## src/rtl/scrc_pkg.sv

```systemverilog
package scrc_pkg;

  localparam int unsigned TagW      = 32;
  localparam int unsigned DevW      = 8;
  localparam int unsigned TimeW     = 48;
  localparam int unsigned DeadlineW = TimeW + 1;
  localparam int unsigned CoolW     = 16;

  // event codes
  localparam logic [2:0] ACT_REQUEST  = 3'd0;
  localparam logic [2:0] ACT_FINISHED = 3'd1;
  localparam logic [2:0] ACT_STAMP    = 3'd2;
  localparam logic [2:0] ACT_CHECK    = 3'd3;
  localparam logic [2:0] ACT_TIMEOUT  = 3'd4;
  localparam logic [2:0] ACT_INVAL    = 3'd5;

  // phase codes
  localparam logic [1:0] PH_IDLE     = 2'd0;
  localparam logic [1:0] PH_PENDING  = 2'd1;
  localparam logic [1:0] PH_WAITING  = 2'd2;
  localparam logic [1:0] PH_COOLDOWN = 2'd3;

  localparam logic [CoolW-1:0]     COOLDOWN_RESET = 16'd3000;
  localparam logic [TimeW-1:0]     STAMP_NEVER    = '1;
  localparam logic [DeadlineW-1:0] NO_DEADLINE    = '1;

  // register index of cooldown_ms
  localparam logic REG_COOLDOWN = 1'b0;

  typedef struct packed {
    logic [1:0]              phase;
    logic                    queued;
    logic [TagW-1:0]         generation;
    logic [DevW-1:0]         device;
    logic signed [TimeW-1:0] baseline;
    logic [DeadlineW-1:0]    deadline;
  } scrc_state_t;

  typedef struct packed {
    logic [2:0]              action;
    logic [TagW-1:0]         generation_tag;
    logic [DevW-1:0]         device_id;
    logic signed [TimeW-1:0] scan_stamp;
    logic [TimeW-1:0]        now_ms;
    logic                    success;
  } scrc_item_t;

  typedef struct packed {
    logic       accepted;
    logic [1:0] phase_now;
    logic       demand_queued;
  } scrc_result_t;

endpackage

```

## src/rtl/scrc_step.sv

```systemverilog
module scrc_step import scrc_pkg::*; (
  input  scrc_state_t      state,
  input  scrc_item_t       item,
  input  logic [CoolW-1:0] cooldown_ms,
  output scrc_state_t      state_next,
  output scrc_result_t     result
);

  logic [DeadlineW-1:0] cool_deadline;
  logic                 stamp_match;
  logic                 deadline_hit;
  logic                 acc;
  scrc_state_t          ns;

  // deadline if a cooldown starts now
  assign cool_deadline = {1'b0, item.now_ms} + {{(DeadlineW-CoolW){1'b0}}, cooldown_ms};

  assign stamp_match = (item.generation_tag == state.generation) &&
                       (item.device_id == state.device) &&
                       ($signed(item.scan_stamp) > $signed(state.baseline));

  assign deadline_hit = ({1'b0, item.now_ms} >= state.deadline);

  always_comb begin
    ns  = state;
    acc = 1'b0;
    unique case (item.action)
      ACT_REQUEST: begin
        acc = 1'b1;
        if (state.phase != PH_IDLE) begin
          ns.queued = 1'b1;
        end else begin
          ns.phase      = PH_PENDING;
          ns.queued     = 1'b0;
          ns.generation = item.generation_tag;
          ns.device     = item.device_id;
          ns.baseline   = item.scan_stamp;
          ns.deadline   = NO_DEADLINE;
        end
      end
      ACT_FINISHED: begin
        if (state.phase == PH_PENDING) begin
          if (item.success) begin
            ns.phase = PH_WAITING;
            acc      = 1'b1;
          end else if (state.queued) begin
            ns.phase    = PH_COOLDOWN;
            ns.deadline = cool_deadline;
          end else begin
            ns.phase  = PH_IDLE;
            ns.device = '0;
          end
        end
      end
      ACT_STAMP: begin
        if (state.phase == PH_WAITING && stamp_match) begin
          ns.phase    = PH_COOLDOWN;
          ns.deadline = cool_deadline;
          acc         = 1'b1;
        end
      end
      ACT_CHECK: begin
        if (state.phase == PH_COOLDOWN && deadline_hit) begin
          if (state.queued) begin
            ns.queued   = 1'b0;
            ns.baseline = STAMP_NEVER;
            acc         = 1'b1;
          end
          ns.phase    = PH_IDLE;
          ns.device   = '0;
          ns.deadline = NO_DEADLINE;
        end
      end
      ACT_TIMEOUT: begin
        if (state.phase == PH_PENDING || state.phase == PH_WAITING) begin
          if (state.queued) begin
            ns.phase    = PH_COOLDOWN;
            ns.deadline = cool_deadline;
          end else begin
            ns.phase    = PH_IDLE;
            ns.device   = '0;
            ns.baseline = STAMP_NEVER;
          end
        end
      end
      ACT_INVAL: begin
        ns.phase      = PH_IDLE;
        ns.queued     = 1'b0;
        ns.generation = '0;
        ns.device     = '0;
        ns.baseline   = STAMP_NEVER;
        ns.deadline   = NO_DEADLINE;
      end
      default: begin
        ns = state;
      end
    endcase
  end

  assign state_next           = ns;
  assign result.accepted      = acc;
  assign result.phase_now     = ns.phase;
  assign result.demand_queued = ns.queued;

endmodule

```

## src/rtl/scan_request_coalescer_unit.sv

```systemverilog
// registered path: an input transfer passes the input register, then the result register
// throughput: one event per cycle while results are taken; the event logic is a single pass of compares and one
//   49-bit add between the input register and the controller state / result register
// reset: synchronous active-high rst empties both stages, returns the controller to idle
//   with no queued demand, no baseline stamp and no deadline, and cooldown_ms to 3000
module scan_request_coalescer_unit import scrc_pkg::*; (
  input  logic                    clk,
  input  logic                    rst,
  // event channel
  input  logic                    in_valid,
  output logic                    in_ready,
  input  logic [2:0]              action,
  input  logic [TagW-1:0]         generation_tag,
  input  logic [DevW-1:0]         device_id,
  input  logic signed [TimeW-1:0] scan_stamp,
  input  logic [TimeW-1:0]        now_ms,
  input  logic                    success,
  // result channel
  output logic                    out_valid,
  input  logic                    out_ready,
  output logic                    accepted,
  output logic [1:0]              phase_now,
  output logic                    demand_queued,
  // configuration port
  input  logic                    psel,
  input  logic                    penable,
  input  logic                    pwrite,
  input  logic [2:0]              paddr,
  input  logic [31:0]             pwdata,
  output logic [31:0]             prdata,
  output logic                    pready
);

  logic [CoolW-1:0] cooldown_ms;
  logic             cfg_write;
  logic             reg_sel;

  scrc_item_t   item;
  logic         item_valid;
  logic         item_adv;

  scrc_state_t  state;
  scrc_state_t  state_next;
  scrc_result_t step_result;

  // ---------------------------------------------------------------------------
  // configuration: one register at byte address 0, paddr[2] picks the register
  // ---------------------------------------------------------------------------
  assign pready    = 1'b1;
  assign reg_sel   = paddr[2];
  assign cfg_write = psel && penable && pwrite && pready;

  always_ff @(posedge clk) begin
    if (rst) begin
      cooldown_ms <= COOLDOWN_RESET;
    end else if (cfg_write && reg_sel == REG_COOLDOWN) begin
      cooldown_ms <= pwdata[CoolW-1:0];
    end
  end

  always_comb begin
    prdata = '0;
    if (reg_sel == REG_COOLDOWN) begin
      prdata = {{(32-CoolW){1'b0}}, cooldown_ms};
    end
  end

  // ---------------------------------------------------------------------------
  // input register: the held event moves on whenever the result register is
  // free or its result is being taken in the same cycle
  // ---------------------------------------------------------------------------
  assign item_adv = item_valid && (!out_valid || out_ready);
  assign in_ready = !item_valid || item_adv;

  always_ff @(posedge clk) begin
    if (rst) begin
      item_valid <= 1'b0;
    end else if (in_ready) begin
      item_valid <= in_valid;
    end
  end

  // payload needs no reset
  always_ff @(posedge clk) begin
    if (in_ready && in_valid) begin
      item.action         <= action;
      item.generation_tag <= generation_tag;
      item.device_id      <= device_id;
      item.scan_stamp     <= scan_stamp;
      item.now_ms         <= now_ms;
      item.success        <= success;
    end
  end

  // ---------------------------------------------------------------------------
  // event logic: next controller state and the answer for the held event
  // ---------------------------------------------------------------------------
  scrc_step u_step (
    .state       (state),
    .item        (item),
    .cooldown_ms (cooldown_ms),
    .state_next  (state_next),
    .result      (step_result)
  );

  // controller state commits together with the result
  always_ff @(posedge clk) begin
    if (rst) begin
      state.phase      <= PH_IDLE;
      state.queued     <= 1'b0;
      state.generation <= '0;
      state.device     <= '0;
      state.baseline   <= STAMP_NEVER;
      state.deadline   <= NO_DEADLINE;
    end else if (item_adv) begin
      state <= state_next;
    end
  end

  // ---------------------------------------------------------------------------
  // result register
  // ---------------------------------------------------------------------------
  always_ff @(posedge clk) begin
    if (rst) begin
      out_valid <= 1'b0;
    end else if (item_adv) begin
      out_valid <= 1'b1;
    end else if (out_ready) begin
      out_valid <= 1'b0;
    end
  end

  always_ff @(posedge clk) begin
    if (item_adv) begin
      accepted      <= step_result.accepted;
      phase_now     <= step_result.phase_now;
      demand_queued <= step_result.demand_queued;
    end
  end

endmodule

```

## config.mk

```make
export PLATFORM = sky130hd
export DESIGN_NAME = scan_request_coalescer_unit
export DESIGN_NICKNAME = d
export VERILOG_FILES = /design/src/rtl/scrc_pkg.sv /design/src/rtl/scrc_step.sv /design/src/rtl/scan_request_coalescer_unit.sv
export SDC_FILE = /design/constraint.sdc
export NUM_CORES = 1
export LEC_CHECK = 0
export BUFFER_PORTS_ARGS = -buffer_cell sky130_fd_sc_hd__buf_2
export CAP_MARGIN = 20
export CELL_PAD_IN_SITES_DETAIL_PLACEMENT = 1
export CELL_PAD_IN_SITES_GLOBAL_PLACEMENT = 1
export CORE_UTILIZATION = 51
export CTS_BUF_LIST = sky130_fd_sc_hd__clkbuf_4 sky130_fd_sc_hd__clkbuf_8
export CTS_CLUSTER_SIZE = 14
export DETAILED_ROUTE_END_ITERATION = 10
export PLACE_DENSITY_LB_ADDON = 0.1
export SLEW_MARGIN = 25
export SYNTH_ARGS = -nofsm -noshare
export SYNTH_HDL_FRONTEND = slang
export SYNTH_HIERARCHICAL = 1
export SYNTH_SLANG_ARGS = --single-unit
```

## constraint.sdc

```tcl
create_clock -name clk -period 20.4 [get_ports clk]
set_clock_uncertainty 0.05 [all_clocks]
set_input_delay 1.02 -clock clk [delete_from_list [all_inputs] [get_ports clk]]
set_output_delay 1.02 -clock clk [all_outputs]
set_load 0.03 [all_outputs]
```

==> impl_metrics.yaml <==
outcome:
  outcome: "finished, final reports clean"
die:
  die-area_um2: 37500
  die_y_um: 194
  die_w_um: 194
  start_util: 0.522
  core_um2: 35800
  num_rows: 69
  io_pins: 221
sta:
  final_period_minus_worst_setup_slack_ns: 4.92
  slew_viol_final: 0
  finalSetupViolations: 0
  fmax_ghz: 0.203
  hold_viol_final: 0
  setup_tns_ns: 0
  worstMarginPinSlew_ns: 1.04
  period_share: 0.241
  maxSlewHeadroom: 0.307
  rsz0062_at_grt: "false"
final_layout:
  seq_area_um2: 7490
  n_fill_cell: 4176
  syn_to_final_growth_pct: 11.9
  layout-drive-gt1-share: 0.147
  fin_nets: 2475
  multiInputGateArea_um2: 10100
  finalNonFillerCells: 2686
power_and_ir_drop:
  power_uw: 1520
  p_leak_uw: 0.00897
  vdd_drop_max_uv: 50.7
  p_per_area_nw_per_um2: 72.5
logic_synthesis:
  synth_edf_count: 144
  synth_warnings: 6
  synth_top_area_share: 0.231
  synth_top_area_cell: "edfxtp_1"
  postSynthAreaPerCell_um2: 9.23
  syn-instance-count: 2029
  synthTopCellsByCount: "284 x nor2_1, 158 x dfxtp_1, 144 x edfxtp_1"
  synthArstFlopShare: 0
  netlist-cell-type-count: 85
  ys.flop_type: "dfxtp_1"
  ys_ff_latch: 302
  yosysMostFrequentCell: "nor2_1"
  netlist_area_um2: 18700
  yosys-top-cells-area: "edfxtp_1 23%, dfxtp_1 17%, ha_1 7.8%, mux2i_1 7.6%, nor2_1 5.7%"
  yosysSeqAreaShare: 0.400
placement:
  hpwlAfterDp_um: 38300
  place_congestion: 0.889
  dp_cells: 2580
  port_buffers: 185
clock_tree:
  cts.sinks: 302
  numCtsBuffers: 54
  postCtsSetupRepairBufs: 0
  cts_hold_buf: 0
  cts_max_path_buffers: 3
  tritoncts: "built"
  cts_root_buf: "clkbuf_8"
  ctsResizeCount: 0
  cts_max_level: 2
  path_clk_slew_ns: 0.07
  clk_latency_ns: 0.65
hold_path:
  min_path_type: "reg -> reg"
  min_to: "cooldown_ms[10]$_SDFFE_PP0P_"
  hold_depth: 2
  min-delay-start: "cooldown_ms[10]$_SDFFE_PP0P_"
worst_setup_path:
  cp_max_fo: 20
  worst_setup_path_end_kind: "flop"
  r2r_end: "state[38]$_SDFFE_PP1P_"
  path_class: "reg -> reg"
  crit_start: "item[66]$_DFFE_PP_"
  reg2reg_slack_ns: 15.48
  worstPathRequired_ns: 20.85
  worstPathArrival_ns: 5.37
  startpoint_type: "flop"
  reg2reg_depth: 14
  r2r-start: "item[66]$_DFFE_PP_"
route:
  wirelength_um: 55000
  route.vias.total: 15874
  vias_per_cell: 5.91
  drtIter0Drc: 953
  dr.pass1.iters: 5
  antenna_left: 0
  drc_errors: 0
  routedWlPerCell_um: 20.5
flow_run:
  drv_cap: 0
global_routing:
  grt_max_degree: 129
  overflow: 0
  antenna_found_initial: 4
  grt_usage: 0.291
  grt_pass1_vias: 16585
  grt_first_pass_wirelength_um: 87800
final cells by class:
cell class / count / area share
Antenna cell: 4 / 0.000478
Tap cell: 461 / 0.0275
Timing Repair Buffer: 204 / 0.0518
Sequential cell: 302 / 0.357
Clock inverter: 18 / 0.00854
Inverter: 124 / 0.0222
Multi-Input combinational cell: 1489 / 0.482
Clock buffer: 84 / 0.0498
logic make-up (layout without fill, tap and decap cells):
logic type / after synthesis / in the layout / synth area share
AOI/OAI and AO/OA: 433 / 433 / 0.162
muxes: 143 / 143 / 0.0765
buffers and inverters: 253 / 430 / 0.0659
and+or+nand+nor: 695 / 695 / 0.177
DFF: 302 / 302 / 0.400
xor gates and xnor gates: 83 / 83 / 0.0388
other: 2 / 21 / 0.000401
adders and majority gates: 118 / 118 / 0.0793
cell usage in the layout (no fill, tap or decap), types with 7 or more instances in the layout:
cell type,netlist,layout
nor2_1,284,284
buf_2,35,184
dfxtp_1,158,158
edfxtp_1,144,144
mux2i_1,142,142
nand2_1,125,124
inv_1,124,124
ha_1,117,117
a21oi_1,114,113
nand2b_1,95,95
clkbuf_8,0,67
o21ai_0,68,67
xnor2_1,49,49
o22a_1,47,47
a22o_1,43,43
nor3_1,36,36
nand4_1,36,36
xor2_1,34,34
nand3_1,30,30
a211oi_1,28,28
nor2b_1,25,24
clkbuf_4,0,18
conb_1,2,17
buf_4,30,17
o211ai_1,17,17
nor4_1,13,12
a21o_1,12,12
and3_1,12,12
and2_1,9,10
a2111oi_0,8,8
a221oi_1,8,8
clkinv_2,0,7
a31oi_1,7,7
o21a_1,7,7
how the worst max path moves through the flow:
stage | cells after the start | slack [ns] | endpoint
floorplan | 2 | 11.84 | item[0]$_DFFE_PP_
global placement | 13 | 15.64 | state[9]$_SDFFE_PP1P_
detailed placement | 14 | 15.60 | state[38]$_SDFFE_PP1P_
CTS | 14 | 15.59 | state[38]$_SDFFE_PP1P_
global route | 14 | 15.19 | state[38]$_SDFFE_PP1P_
finish | 14 | 15.48 | state[38]$_SDFFE_PP1P_
per-stage QoR:
stage / instance area, um2 / worst slack, ns / hold slack (ns) / util
floorplan: 18800 / 11.84 / 0.399 / -
global placement: 19700 / 15.64 / 0.420 / 0.550
detailed placement: 19700 / 15.60 / 0.433 / 0.550
CTS: 20900 / 15.59 / 0.440 / 0.584
global route: 20900 / 15.19 / 0.459 / 0.585
finish: 20900 / 15.48 / 0.447 / 0.585
worst max-delay path, stage by stage (launching register included):
cell,delay [ns]
edfxtp_1,0.41
ha_1,0.34
a21oi_1,0.12
o21ai_0,0.10
a221oi_1,0.51
o21ai_1,0.18
or3_1,0.47
nor2_1,0.16
o21a_1,0.53
nand3_1,0.66
buf_4,0.46
a2111oi_0,0.48
a211oi_1,0.09
nor2_1,0.13
mux2i_1,0.09
registers in the layout, summed over array words and instances, names as in the netlist:
register and cells:
state 140, out_valid 1, item_valid 1, demand_queued 1, accepted 1, cooldown_ms 16, item 140, phase_now 2
power breakdown:
part / internal [uW] / switching (uW)
Clock: 365 / 270
Combinational: 76.9 / 121
Sequential: 662 / 23.2
Total: 1100 / 414
per-layer routing:
| layer | routed length [um] | part of all wire | vias to the layer above | GRT usage |
|---|---|---|---|---|
| met5 | 11 | 0.00020 | - | 0 |
| met4 | 1450 | 0.026 | 2 | 0.111 |
| met3 | 2680 | 0.049 | 105 | 0.0434 |
| met2 | 26200 | 0.48 | 421 | 0.491 |
| met1 | 24700 | 0.45 | 7829 | 0.377 |
| li1 | - | - | 7517 | - |
Note: power is estimated with default switching activity, not from simulation.
